===== config.mk =====
export PLATFORM = sky130hd
export DESIGN_NAME = ophp_mul
export DESIGN_NICKNAME = d
export VERILOG_FILES = /design/src/design/ophp_mul.sv
export SDC_FILE = /design/constraint.sdc
export NUM_CORES = 2
export LEC_CHECK = 0
export ABC_AREA = 1
export BUFFER_PORTS_ARGS = -buffer_cell sky130_fd_sc_hd__buf_2
export CELL_PAD_IN_SITES_DETAIL_PLACEMENT = 2
export CELL_PAD_IN_SITES_GLOBAL_PLACEMENT = 2
export CORE_ASPECT_RATIO = 1.4
export CORE_UTILIZATION = 36
export DETAILED_ROUTE_END_ITERATION = 12
export PLACE_DENSITY = 0.82
export SYNTH_ARGS = -nofsm -noshare
export SYNTH_HDL_FRONTEND = slang
export SYNTH_SLANG_ARGS = --single-unit

===== constraint.sdc =====
create_clock -name clk_i -period 6.38 [get_ports clk_i]
set_input_delay 0.957 -clock clk_i [delete_from_list [all_inputs] [get_ports clk_i]]
set_output_delay 0.957 -clock clk_i [all_outputs]
set_load 0.05 [all_outputs]

===== src/design/ophp_mul.sv =====
// Shared unsigned multiplier with a registered product.
`timescale 1ns / 1ps
`default_nettype none
module ophp_mul #(
  parameter int MUL_W = 34
) (
  input  wire logic                 clk_i,
  input  wire logic [MUL_W-1:0]     a_i,
  input  wire logic [MUL_W-1:0]     b_i,
  output logic      [2*MUL_W-1:0]   p_o
);

  logic [2*MUL_W-1:0] p_q;

  always_ff @(posedge clk_i) begin
    p_q <= a_i * b_i;
  end

  assign p_o = p_q;

endmodule
`default_nettype wire


==> flow_summary.json <==
{
  "hp-start": "b_i[0]",
  "syn_inst": 5582,
  "yosysTopAreaCellShare_pct": 49.0,
  "detail-route-antenna-nets": 0,
  "synthDistinctLibCells": 23,
  "numCtsBuffers": 9,
  "fin_crit_ps": 8400,
  "critPathRequiredTime_ps": 6650,
  "root_buffer": "clkbuf_16",
  "dp_hpwl_um": 170000,
  "synth_area_um2": 41600,
  "setup.worst_path.class": "in2reg",
  "whs_endpoint": "p_o[0]",
  "hp-class": "in2reg",
  "clockBufferDepth": 2,
  "htreeDepth": 3,
  "hold_ws_ps": 1270,
  "drc": 0,
  "fin_nets": 7468,
  "avgRoutedWirePerCell_um": 42.1,
  "violations": "negative setup slack",
  "maxSlewViolCount": 0,
  "avgSynthCellArea_um2": 7.46,
  "whs_path_depth": 3,
  "core_area_um2": 115000,
  "synth_top_cell_by_area": "fa_1",
  "crit_buf_inv": 9,
  "largest_reg_flops": 68,
  "die_h_um": 404,
  "fillers": 12600,
  "synthTopCellsByArea": "fa_1 49%, inv_1 17%, nand2_1 16%, ha_1 8.5%, dfxtp_1 3.3%",
  "fin_crit_sh_pct": 132,
  "route.vias.total": 46500,
  "area.sequential_um2": 1360,
  "syn-num-nets": 6955,
  "grt_pass1_wl_um": 364000,
  "finalWirelength_um": 320000,
  "worst_slack_ps": -2020,
  "critPathArrivalTime_ps": 8670,
  "yosysWarnings": 0,
  "multi_input_area_um2": 36500,
  "area_growth_pct": 31.9,
  "grt_overflow_total": 0,
  "crit_fanout": 4,
  "layout-drive-gt1-share_pct": 30.7,
  "cts_tree": "built",
  "routabilityCongestion": 0.882,
  "grt_max_degree": 35,
  "synth_seq_cells": 68,
  "finalHoldViolCount": 0,
  "track_usage_pct": 43.8,
  "tightest_slew_ps": 944,
  "rows": 147,
  "floorplan.initialDensity_pct": 36.3,
  "max_freq_ghz": 0.119,
  "viasPerCell": 6.12,
  "dieWidth_um": 289,
  "status": "finished, violations left",
  "cpMaxStageDelayCell": "fa_2",
  "portBuffers": 136,
  "ys_seq_area_share_pct": 3.27,
  "drtPass1Iterations": 6,
  "critical-path-max-stage-delay_ps": 800,
  "antenna_found_initial": 20,
  "crit_family": "adder cells",
  "ioPinCount": 137,
  "clock_sinks": 68,
  "rsz0062_at_grt": "yes",
  "utilization_pct": 47.9,
  "finalSetupViolations": 59,
  "worst_setup_path_start_kind": "primary input",
  "grt_pass1_vias": 51100,
  "clkTransAtPathRegs_ps": 80,
  "drtIter0Drc": 5383,
  "cp-end-kind": "flip-flop",
  "maxCapViolCount": 0,
  "dieArea_um2": 117000,
  "max_slew_margin_pct": 37.1
}
-- Yosys cell counts, drive strengths merged --
| master | count |
|---|---|
| xor2 | 34 |
| nor2 | 116 |
| xnor2 | 2 |
| ha | 284 |
| dfxtp | 68 |
| or2 | 2 |
| inv | 1851 |
| clkbuf | 272 |
| nand3 | 60 |
| nor3 | 17 |
| o21ai | 3 |
| nand2 | 1791 |
| clkinv | 4 |
| nand4 | 11 |
| a21oi | 43 |
| fa | 1020 |
| nor4 | 1 |
| and2 | 3 |
-- cell type report --
type | count | area share [%]
diodes | 16 | 0.0729
well taps | 1490 | 3.40
inverters | 1855 | 12.9
repair buffers | 774 | 14.2
clock buffers | 13 | 0.492
flip-flops and latches | 68 | 2.48
multi-input cells | 3387 | 66.4
clock inverters | 1 | 0.0137
-- worst max-delay path by stage --
stage / cells after the start / from / to
global route: 29 / a_i[12] / p_o[53]
global placement: 27 / a_i[28] / p_o[55]
floorplan: 26 / b_i[18] / p_o[61]
CTS: 30 / a_i[20] / p_o[50]
detailed placement: 26 / b_i[16] / p_o[54]
finish: 29 / a_i[12] / p_o[53]
-- layout by cell type (no fill, tap or decap), drive strengths merged --
master / instances
inv: 1853
nor2: 116
buf: 763
clkbuf: 20
a21oi: 43
o21ai: 3
nand4: 11
dfxtp: 68
nor4: 1
and2: 3
ha: 284
diode: 16
nand2: 1791
bufbuf: 4
or2: 2
xnor2: 2
nor3: 17
clkinv: 1
clkinvlp: 2
nand3: 60
xor2: 34
fa: 1020
-- tightest hold or removal path, delay by kind of cell --
| kind | cells | cell delay (ps) |
|---|---|---|
| buf+inv | 2 | 450 |
| simple gates | 1 | 210 |
-- cell families after synthesis --
kind of cell,synth area share (%)
AO/OA/AOI/OAI,0.553
XOR/XNOR,0.757
adder cells (fa/ha/maj),57.6
buffers and inverters,19.2
flip-flops,3.27
AND/OR/NAND/NOR,18.7
-- metal layers --
layer	routed length, µm	GRT usage, %	part of all wire, %	vias to the layer above
met5	404	0	0.13	-
met3	34800	8.91	11	2501
li1	-	-	-	16100
met1	97600	44.3	30	23200
met4	43900	37.5	14	20
met2	144000	76.1	45	4639
-- metrics by stage --
stage	TNS [ps]	instance area, µm²	setup WS [ps]	cells
6_report	-81960	54900	-2020	7604
5_1_grt	-82810	54900	-2020	7593
4_1_cts	-35940	51100	-833	7487
3_5_place_dp	-77920	48000	-1570	7400
3_3_place_gp	-56350	48000	-1290	7400
2_1_floorplan	-8530	43700	-257	5582
-- repair_timing --
action	in CTS	in global routing
setup buffers	72	105
gates resized for setup	572	956
cloned	10	6
setup endpoints to repair	58	58
pin swaps	226	402
hold buffers	0	0
Power is left out: the tool's default activity adds up to more than one toggle a clock period on the data nets, which glitch-free logic cannot reach.
