### src/design/ophp_pkg.sv
// Shared constants and types for the one-pole high-pass filter.
`timescale 1ns / 1ps
`default_nettype none
package ophp_pkg;

  localparam int CUTOFF_W   = 17;
  localparam int RATE_W     = 18;
  localparam int CFG_DATA_W = 18;
  localparam int CFG_IDX_W  = 1;
  localparam int LP_FRAC    = 16;

  // Divider port widths: the largest dividend is cutoff * 2^32.
  localparam int DIV_N_W = CUTOFF_W + 32;
  localparam int DIV_D_W = RATE_W;

  // Configuration register indexes.
  localparam logic [CFG_IDX_W-1:0] CFG_CUTOFF = 1'b0;
  localparam logic [CFG_IDX_W-1:0] CFG_RATE   = 1'b1;

  localparam logic [CUTOFF_W-1:0] CUTOFF_RST = 17'd0;
  localparam logic [RATE_W-1:0]   RATE_RST   = 18'd44100;

  // Angles and unity in Q2.30.
  localparam logic [33:0] Q30_ONE     = 34'd1073741824;
  localparam logic [33:0] Q30_PI      = 34'd3373259426;
  localparam logic [33:0] Q30_HALF_PI = 34'd1686629713;
  // Low 32 bits of 2*pi in Q30; the upper part is exactly 2^32.
  localparam logic [31:0] TWO_PI_LO   = 32'd2451551556;

  typedef logic [CUTOFF_W-1:0] cutoff_t;
  typedef logic [RATE_W-1:0]   rate_t;

endpackage
`default_nettype wire

### src/design/ophp_div.sv
// Restoring divider, one quotient bit per cycle.
`timescale 1ns / 1ps
`default_nettype none
module ophp_div (
  input  wire logic                          clk_i,
  input  wire logic                          rst_ni,
  input  wire logic                          start_i,
  input  wire logic [ophp_pkg::DIV_N_W-1:0]  dividend_i,
  input  wire logic [ophp_pkg::DIV_D_W-1:0]  divisor_i,
  output logic                               done_o,
  output logic      [ophp_pkg::DIV_N_W-1:0]  quot_o
);
  import ophp_pkg::*;

  localparam int CNT_W = $clog2(DIV_N_W + 1);

  logic [CNT_W-1:0]   cnt_q;
  logic               busy_q;
  logic               done_q;
  logic [DIV_D_W-1:0] div_q;
  logic [DIV_D_W-1:0] rem_q;
  logic [DIV_N_W-1:0] quo_q;

  logic [DIV_D_W:0] rem_sh;
  logic             fits;
  logic [DIV_D_W:0] rem_sub;

  always_comb begin
    rem_sh  = {rem_q, quo_q[DIV_N_W-1]};
    fits    = rem_sh >= {1'b0, div_q};
    rem_sub = rem_sh - {1'b0, div_q};
  end

  always_ff @(posedge clk_i or negedge rst_ni) begin
    if (!rst_ni) begin
      cnt_q  <= '0;
      busy_q <= 1'b0;
      done_q <= 1'b0;
      div_q  <= '0;
      rem_q  <= '0;
      quo_q  <= '0;
    end else begin
      done_q <= 1'b0;
      if (start_i) begin
        cnt_q  <= CNT_W'(DIV_N_W);
        busy_q <= 1'b1;
        div_q  <= divisor_i;
        rem_q  <= '0;
        quo_q  <= dividend_i;
      end else if (busy_q) begin
        rem_q <= fits ? rem_sub[DIV_D_W-1:0] : rem_sh[DIV_D_W-1:0];
        quo_q <= {quo_q[DIV_N_W-2:0], fits};
        cnt_q <= cnt_q - 1'b1;
        if (cnt_q == CNT_W'(1)) begin
          busy_q <= 1'b0;
          done_q <= 1'b1;
        end
      end
    end
  end

  assign done_o = done_q;
  assign quot_o = quo_q;

endmodule
`default_nettype wire
### config.mk
export PLATFORM = sky130hd
export DESIGN_NAME = ophp_div
export DESIGN_NICKNAME = d
export VERILOG_FILES = /design/src/design/ophp_pkg.sv /design/src/design/ophp_div.sv
export SDC_FILE = /design/constraint.sdc
export NUM_CORES = 1
export LEC_CHECK = 0
export BUFFER_PORTS_ARGS = -buffer_cell sky130_fd_sc_hd__buf_2
export CAP_MARGIN = 20
export CORE_ASPECT_RATIO = 0.6
export CORE_MARGIN = 5
export CORE_UTILIZATION = 35
export DETAILED_ROUTE_END_ITERATION = 10
export MAX_ROUTING_LAYER = met4
export PLACE_DENSITY_LB_ADDON = 0.25
export SKIP_CTS_REPAIR_TIMING = 1
export SLEW_MARGIN = 30
export SYNTH_ARGS = -nofsm -noshare
export SYNTH_HDL_FRONTEND = slang
export SYNTH_SLANG_ARGS = --single-unit
### constraint.sdc
create_clock -name clk_i -period 5.3 [get_ports clk_i]
set_input_delay 0.53 -clock clk_i [delete_from_list [all_inputs] [get_ports clk_i]]
set_output_delay 0.53 -clock clk_i [all_outputs]
set_load 0.01 [all_outputs]
==> flow_summary_export.csv, run 1 <==
group,metric,value,unit
job,maxCapViolations,0,
critical_path,cp.arrival,3.25,ns
detailed_routing,drt-total-wl,13300,um
logic_synthesis,synth-xor-area-share,0.0304,
pwr,power,2.26,mW
die,dieArea,17400,sq um
detailed_routing,viasPerCell,5.08,
detailed_routing,drt_iter0_drc,284,
clock_network,clk_pin_slew,0.07,ns
critical_path,cp-end-kind,"register",
logic_synthesis,synth_area,5180,sq um
sta,min_period,3.01,ns
sta,timing.final.hold_violations,0,
sta,finClkSkew,0.00879,ns
logic_synthesis,synth_top_area_frac,0.449,
detailed_routing,routed-via-count,4331,
sta,slew_violations,0,
die,ioPinCount,120,
die,placementRows,34,
place,dp_cells,835,
critical_path,required,5.54,ns
die,start_util,0.357,
pwr,switching_share,0.361,
clock_network,clk_path_buf_depth,2,
clock_network,clock-sinks,93,
logic_synthesis,ys_ff_latch,93,
critical_path,cp_max_fo,23,
pwr,power_leakage,3.30,nW
logic_synthesis,synth_area_leader_cell,"dfrtp_1",
final_layout,drive_gt1_frac,0.221,
final_layout,area.growth.synth_to_final,19.3,%
grt,grt_overflow_total,0,
sta,finalCritPeriodShare,0.568,
critical_path,cpPeakStageDelay,0.70,ns
logic_synthesis,syn-num-nets,643,
grt,grt_max_degree,92,
logic_synthesis,synth-compound-area-share,0.163,
sta,rsz0062_at_grt,"false",
critical_path,regToRegStartpoint,"rem_q[11]",
logic_synthesis,ys_seq_area_frac,0.449,
pwr,switchingPower,817,uW
grt,grt_pass1_wl,22600,um
pwr,power_frac_comb,0.331,
grt,track_usage,0.159,
clock_network,cts_tree,"done",
sta,fmax,0.332,GHz
logic_synthesis,ys.warnings.count,0,
final_layout,final_cells,852,
pwr,power_density,366,nW/um^2
clock_network,h-tree-depth,3,
logic_synthesis,synth_cells,552,
final_layout,fin_nets,739,
grt,grt_antenna_before_repair,1,
detailed_routing,drtAntennaViolNets,0,
pwr,pwr-share-clk,0.284,
detailed_routing,firstDrtPassIters,6,
critical_path,slowest_stage,"a21oi_4",
detailed_routing,drc_errors,0,
logic_synthesis,synth_top_family_by_area,"compound AO/OA/AOI/OAI gates",
clock_network,insertion_delay,0.34,ns
sta,maxSlewHeadroom,0.408,
min_path,hp-class,"in -> async",
logic_synthesis,synth-simple-area-share,0.132,
logic_synthesis,yosys.area_share.adder,0.0522,
logic_synthesis,synth_area_leaders,"dfrtp_1, mux2i_1, nand2_1, o21ai_1, ha_1",
pwr,p_int,1.44,mW
critical_path,path_cells,"ha_1, a21oi_1, o21ai_1, a2111oi_0, inv_1, a21oi_4, mux2i_1, a211oi_1",
logic_synthesis,ys_types,54,
sta,setup_viol,0,
logic_synthesis,yosys_most_used_dff,"dfrtp_1",
sta,tns,0,ns
critical_path,critPathLaunchType,"register",
place,dp_hpwl,9550,um
critical_path,crit_type,"reg -> reg",
pwr,ir_worst_vdd,0.140,mV
grt,grt_pass1_vias,4404,
place,io_buffers,119,
place,routabilityCongestion,0.869,
detailed_routing,routedWlPerCell,15.6,um
pwr,pwr-share-seq,0.385,
die,core_area,14500,sq um
sta,tightest_slew,0.886,ns
logic_synthesis,synth_edf_count,0,
clock_network,cts_root_buf,"clkbuf_16",
clock_network,cts_buffers,9,
critical_path,critPathLaunch,"rem_q[11]",
logic_synthesis,muxShareOfSynthArea,0.120,
die,die_x,167,um
die,fp.dieH,104,um
run_status,outcome,"finished clean",
logic_synthesis,synth_area_per_cell,9.38,sq um
logic_synthesis,async_flop_share,1.00,
registers in the layout (all words and copies together), names as in the netlist:
name	count
div_q	18
quot_o	49
busy_q	1
done_o	1
cnt_q	6
rem_q	18
cell usage after synthesis, types with 2 or more instances:
cell / number
clkbuf_1: 23
and3_1: 3
nand4_1: 8
nor4bb_1: 2
buf_2: 4
or2_1: 2
o21ai_0: 21
a2111oi_0: 2
nor2_1: 23
ha_1: 20
nor4_1: 3
o21bai_1: 2
inv_1: 26
xor2_1: 6
buf_6: 2
nor3_1: 5
a21oi_1: 20
o21ai_1: 56
o221ai_1: 2
nand3_1: 10
buf_1: 7
dfrtp_1: 93
mux2i_1: 61
nor2b_1: 2
o311ai_1: 2
a31oi_1: 2
xnor2_1: 12
o41ai_1: 2
nand2_1: 87
o2111ai_1: 3
inv_2: 2
a211oi_1: 15
o21a_1: 3
worst max-delay path: cells and delay by family (launching register included):
family,cells,cell delay [ns]
AOI/OAI and AO/OA,5,1.78
DFF,1,0.41
adders and majority gates,1,0.38
muxes,1,0.17
buffers and inverters,1,0.15
power by group through the flow:
| stage | Combinational (mW) | Clock (mW) | Sequential, mW |
|---|---|---|---|
| after floorplan | 0.545 | 0 | 0.882 |
| after global placement | 0.723 | 0 | 0.879 |
| after detailed placement | 0.739 | 0 | 0.884 |
| after CTS | 0.745 | 0.662 | 0.870 |
| after global routing | 0.833 | 0.691 | 0.884 |
| final | 0.749 | 0.642 | 0.870 |
through the flow:
stage	area (sq um)	setup WS (ns)	hold WS [ns]	util
after floorplan	5180	2.96	0.234	-
after global placement	5880	2.46	0.481	0.406
after detailed placement	5880	2.36	0.484	0.406
after CTS	6180	2.32	0.166	0.426
after global routing	6180	2.00	0.188	0.426
final	6180	2.29	0.147	0.426
cells in the final DEF (no fill, tap or decap), drive strengths merged, types with 3 or more instances in the layout:
cell type / instances
ha: 20
nand2: 87
a21oi: 22
nand4: 8
o21ai: 77
dfrtp: 93
mux2i: 61
nor4: 3
a211oi: 15
clkbuf: 9
o21a: 3
xor2: 6
nor2: 23
inv: 31
nor3: 5
nand3: 10
xnor2: 12
and3: 3
o2111ai: 3
buf: 122
cell type report:
type,count,area (sq um)
sequential,93,2330
tap,198,248
timing repair buffer,122,623
clock buffer,9,225
inverter,28,105
antenna,1,2.50
multi-input combinational,394,2580
clock inverter,7,68.8
fill,1469,8330
cell families after synthesis:
family                   count (synthesis)
XOR/XNOR                                18
multiplexers                            62
buffers and inverters                   65
flip-flops                              93
AND/OR/NAND/NOR                        152
adder cells (fa/ha/maj)                 21
AO/OA/AOI/OAI                          141
worst paths after layout:
check / end / slack (ns) / cells past startpoint
max: rem_q[3] / 2.29 / 8
min: div_q[15] / 0.15 / 1
max reg2reg: rem_q[3] / 2.29 / 8
min reg2reg: div_q[0] / 0.50 / 1
max in group asynchronous: busy_q / 3.97 / 2
min in group clk_i: quot_o[17] / 0.39 / 3
routing by layer:
metal  share of wire  GRT usage
met2            0.40      0.215
met4          0.0047     0.0228
met1            0.52      0.237
met3           0.080     0.0498
met5               0          -
Power figures use the tool's default switching activity.
==> run 2, diff against run 1 <==
==> constraint.sdc (replaced) <==
create_clock -name clk_i -period 2.76 [get_ports clk_i]
set_input_delay 0.276 -clock clk_i [delete_from_list [all_inputs] [get_ports clk_i]]
set_output_delay 0.276 -clock clk_i [all_outputs]
set_load 0.01 [all_outputs]
==> run 2 against run 1 <==
- the run now ends with hold timing left
- combinational power grew 100%
- global-route usage decreased by 0.56 points
- critical endpoint is now rem_q[14]
- power rose by 99%
- via count decreased by 0.35%
- design area rose by 1.9%
- worst hold slack lost 0.16 ns
- setup slack worse by 2.2 ns
- first-iteration DRC count decreased by 9.5%
- sequential power up 92%
- clock-buffer cell count is 1 higher
- cell count grew 1.1%
==> flow_summary_export.csv, run 2 (synthesized netlist as in run 1, its figures left out) <==
group,metric,value,unit
run_status,outcome,"finished with violations",
run_status,violations,"hold timing",
pwr,power_density,713,nW/um^2
final_layout,design_area,6300,sq um
die,dieArea,17400,sq um
critical_path,required,3.01,ns
critical_path,reg2regPathDepth,12,
die,ioPinCount,120,
critical_path,cpPeakStageDelay,0.45,ns
place,io_buffers,119,
critical_path,cpMostUsedCell,"inv_1",
die,core_area,14500,sq um
clock_network,clk_path_buf_depth,2,
final_layout,drive_gt1_frac,0.237,
detailed_routing,routedWlPerCell,15.4,um
sta,finClkSkew,0.0109,ns
pwr,pwr-share-clk,0.290,
pwr,ir_worst_vdd,0.315,mV
final_layout,final_cells,861,
final_layout,fin_nets,748,
detailed_routing,routed-via-count,4316,
sta,min_period,2.64,ns
final_layout,fin_util,0.434,
pwr,power_frac_comb,0.339,
place,dp_cells,844,
pwr,power,4.49,mW
sta,worst_slack,0.115,ns
critical_path,cp.arrival,2.90,ns
clock_network,clock-sinks,93,
critical_path,slowest_stage,"fa_1",
job,maxCapViolations,0,
critical_path,cp_max_fo,4,
pwr,pwr-share-seq,0.371,
final_layout,final_cell_mix,"buf_2, dfrtp_1, nand2_1, mux2i_1, o21ai_1",
sta,tightest_slew,0.807,ns
die,placementRows,34,
final_layout,area.growth.synth_to_final,21.6,%
clock_network,insertion_delay,0.35,ns
critical_path,cp-end-kind,"register",
die,die_x,167,um
clock_network,clk_pin_slew,0.08,ns
die,fp.dieH,104,um
sta,setup_viol,0,
detailed_routing,viasPerCell,5.01,
sta,finalCritPeriodShare,0.958,
place,pre_cts_ws,0.123,ns
critical_path,crit_type,"reg -> reg",
final_layout,largest_register_ff_count,49,
grt,grt_overflow_total,0,
critical_path,critPathLaunchType,"register",
detailed_routing,drc_errors,0,
die,start_util,0.357,
clock_network,cts_root_buf,"clkbuf_16",
place,dp_hpwl,9570,um
grt,track_usage,0.154,
sta,maxSlewHeadroom,0.462,
detailed_routing,drtAntennaViolNets,0,
detailed_routing,drt_iter0_drc,257,
clock_network,cts_tree,"done",
sta,fin_hold_ws,-0.0166,ns
sta,tns,0,ns
pwr,switchingPower,1.56,mW
place,placed_area,5960,sq um
grt,grt_max_degree,62,
final_layout,fill_cells,1439,
detailed_routing,drt-total-wl,13200,um
grt,grt_antenna_before_repair,1,
final_layout,final_common_cell,"buf_2",
sta,fmax,0.378,GHz
clock_network,cts_buffers,9,
grt,grt_pass1_wl,21700,um
critical_path,r2r-end,"rem_q[14]",
sta,slew_violations,0,
place,routabilityCongestion,0.846,
critical_path,path_cells,"inv_1, ha_1, inv_1, fa_1, a21oi_1, o2111ai_2, nand3_1, o41ai_2, buf_4, xor2_1, mux2i_1, a211oi_1",
pwr,power_leakage,3.38,nW
critical_path,regToRegStartpoint,"quot_o[48]",
detailed_routing,firstDrtPassIters,6,
min_path,hp-class,"in -> async",
sta,timing.final.hold_violations,12,
critical_path,r2r_setup_slack,0.12,ns
grt,grt_pass1_vias,4141,
pwr,p_int,2.93,mW
pwr,switching_share,0.347,
clock_network,h-tree-depth,3,
run 2: worst max-delay path: cells and delay by family (launching register included):
| family | cells | cell delay (ns) |
|---|---|---|
| AO/OA/AOI/OAI | 4 | 0.83 |
| multiplexers | 1 | 0.08 |
| AND/OR/NAND/NOR | 1 | 0.17 |
| XOR/XNOR | 1 | 0.12 |
| buffers and inverters | 3 | 0.28 |
| adder cells (fa/ha/maj) | 2 | 0.66 |
| flip-flops | 1 | 0.41 |
run 2: final cells by class:
class | count | area [sq um] | area share
Multi-Input combinational cell | 394 | 2600 | 0.413
Sequential cell | 93 | 2330 | 0.370
Timing Repair Buffer | 131 | 703 | 0.112
Tap cell | 198 | 248 | 0.0393
Clock buffer | 10 | 239 | 0.0379
Inverter | 28 | 105 | 0.0167
Clock inverter | 6 | 68.8 | 0.0109
Antenna cell | 1 | 2.50 | 0.000397
run 2: power groups by stage:
| stage | clock (mW) | sequential [mW] | combinational, mW |
|---|---|---|---|
| 6_report | 1.30 | 1.67 | 1.52 |
| 5_1_grt | 1.39 | 1.69 | 1.69 |
| 4_1_cts | 1.34 | 1.67 | 1.49 |
| 3_5_place_dp | 0 | 1.69 | 1.48 |
| 3_3_place_gp | 0 | 1.69 | 1.47 |
| 2_1_floorplan | 0 | 1.69 | 1.05 |
run 2: how the worst max path moves through the flow:
| stage | startpoint | to | slack, ns | depth (start not counted) |
|---|---|---|---|---|
| 2_1_floorplan | rem_q[0] | rem_q[1] | 0.42 | 9 |
| 3_3_place_gp | quot_o[48] | rem_q[16] | 0.20 | 11 |
| 3_5_place_dp | quot_o[48] | rem_q[14] | 0.12 | 12 |
| 4_1_cts | quot_o[48] | rem_q[16] | 0.07 | 11 |
| 5_1_grt | quot_o[48] | rem_q[14] | -0.02 | 12 |
| 6_report | quot_o[48] | rem_q[14] | 0.12 | 12 |
run 2: metal layers:
metal	global-route usage	part of all wire	routed length (um)	vias to the layer above
li1	-	-	-	2163
met1	0.235	0.54	7090	2014
met2	0.198	0.39	5110	134
met3	0.0520	0.074	972	5
met4	0.0198	0.0032	42	0
met5	-	0	0	-
==> run 3, diff against run 2 <==
--- a/config.mk
+++ b/config.mk
@@ -18,3 +18,4 @@
 export SYNTH_ARGS = -nofsm -noshare
 export SYNTH_HDL_FRONTEND = slang
 export SYNTH_SLANG_ARGS = --single-unit
+export TNS_END_PERCENT = 20
==> constraint.sdc (replaced) <==
create_clock -name clk_i -period 2.8 [get_ports clk_i]
set_input_delay 0.28 -clock clk_i [delete_from_list [all_inputs] [get_ports clk_i]]
set_output_delay 0.28 -clock clk_i [all_outputs]
set_load 0.01 [all_outputs]
==> run 3 against run 2 <==
- the run still ends with hold timing left
- global-route usage up 0.27 points
- worst hold slack gained 0.013 ns
- clock skew decreased by 0.0022 ns
- critical endpoint is now rem_q[13]
==> flow_summary_export.csv, run 3 (synthesized netlist as in run 1, its figures left out) <==
group,metric,value,unit
critical_path,cp-end-kind,"register",
run_status,violations,"hold timing",
critical_path,worst-path-buf-inv,0,
clock_network,insertion_delay,0.34,ns
grt,track_usage,0.156,
final_layout,drive_gt1_frac,0.229,
job,maxCapViolations,0,
clock_network,cts_tree,"done",
sta,tightest_slew,0.790,ns
die,start_util,0.357,
critical_path,cpPeakStageDelay,0.51,ns
critical_path,critPathLaunchType,"register",
sta,timing.final.hold_violations,5,
sta,fmax,0.375,GHz
die,die_x,167,um
sta,rsz0062_at_grt,"false",
clock_network,clk_path_buf_depth,2,
sta,tns,0,ns
final_layout,fin_nets,746,
clock_network,clk_pin_slew,0.07,ns
final_layout,largest_register_ff_count,49,
die,ioPinCount,120,
grt,grt_pass1_wl,22000,um
detailed_routing,firstDrtPassIters,5,
die,placementRows,34,
grt,grt_overflow_total,0,
critical_path,crit_type,"reg -> reg",
detailed_routing,drt-total-wl,13200,um
detailed_routing,routedWlPerCell,15.4,um
pwr,ir_worst_vdd,0.331,mV
critical_path,critPathTopFamily,"compound AO/OA/AOI/OAI gates",
place,routabilityCongestion,0.827,
grt,grt_max_degree,61,
detailed_routing,routed-via-count,4312,
sta,setup_viol,0,
final_layout,final_cells,858,
clock_network,cts_root_buf,"clkbuf_16",
place,dp_cells,842,
min_path,hp-class,"in -> async",
grt,grt_pass1_vias,4231,
critical_path,cp.arrival,2.91,ns
sta,finClkSkew,0.00871,ns
sta,finalCritPeriodShare,0.952,
place,dp_hpwl,9690,um
clock_network,clock-sinks,93,
die,core_area,14500,sq um
clock_network,h-tree-depth,3,
critical_path,cp_max_fo,8,
grt,grt_antenna_before_repair,1,
place,io_buffers,119,
detailed_routing,drt_iter0_drc,309,
detailed_routing,drtAntennaViolNets,0,
clock_network,cts_buffers,9,
sta,fin_hold_ws,-0.00372,ns
sta,maxSlewHeadroom,0.473,
sta,min_period,2.67,ns
critical_path,path_cells,"ha_1, a21oi_2, or2b_1, nand3b_2, a21oi_1, nor4bb_1, nor3_1, o221ai_1",
pwr,power_density,709,nW/um^2
final_layout,fin_util,0.433,
pwr,power_leakage,3.36,nW
sta,slew_violations,0,
run_status,outcome,"finished with violations",
final_layout,final_common_cell,"buf_2",
detailed_routing,drc_errors,0,
die,fp.dieH,104,um
pwr,power,4.46,mW
critical_path,required,3.05,ns
final_layout,final_cell_mix,"buf_2, dfrtp_1, nand2_1, mux2i_1, o21ai_1",
critical_path,slowest_stage,"a21oi_1",
die,dieArea,17400,sq um
final_layout,area.growth.synth_to_final,21.3,%
detailed_routing,viasPerCell,5.03,
[run 3: final timing paths]
check                        startpoint   endpoint  slack (ns)  cells after the start
min in group clk_i         divisor_i[1]   div_q[1]        0.14                      3
max                            rem_q[2]  rem_q[13]        0.13                      8
max in group asynchronous        rst_ni  quot_o[1]        2.03                      2
min reg2reg                    div_q[0]   div_q[0]        0.50                      1
max reg2reg                    rem_q[2]  rem_q[13]        0.13                      8
min                              rst_ni  div_q[10]      -0.004                      1
[run 3: final cells by class]
| class | instances | area [sq um] |
|---|---|---|
| fill | 1456 | 8230 |
| multi-input combinational | 394 | 2580 |
| inverter | 28 | 105 |
| tap | 198 | 248 |
| clock buffer | 10 | 239 |
| timing repair buffer | 129 | 688 |
| antenna | 1 | 2.50 |
| sequential | 93 | 2330 |
| clock inverter | 5 | 82.6 |
[run 3: routing by layer]
layer / vias to the layer above / track usage / part of all wire
li1: 2153 / - / -
met1: 2016 / 0.246 / 0.54
met2: 136 / 0.197 / 0.38
met3: 7 / 0.0463 / 0.071
met4: 0 / 0.0234 / 0.0051
met5: - / - / 0
[run 3: report_power, final]
group / switching [mW] / internal, mW / leakage [nW]
sequential: 0.134 / 1.51 / 1.15
combinational: 0.836 / 0.640 / 2.06
clock: 0.532 / 0.806 / 0.159
[run 3: stage by stage]
stage / worst slack, ns / area [sq um] / hold WS, ns
2_1_floorplan: 0.457 / 5180 / -0.0156
3_3_place_gp: 0.274 / 5950 / 0.413
3_5_place_dp: 0.163 / 5950 / 0.414
4_1_cts: 0.151 / 6270 / 0.0473
5_1_grt: 0.0272 / 6280 / 0.0837
6_report: 0.135 / 6280 / -0.00372
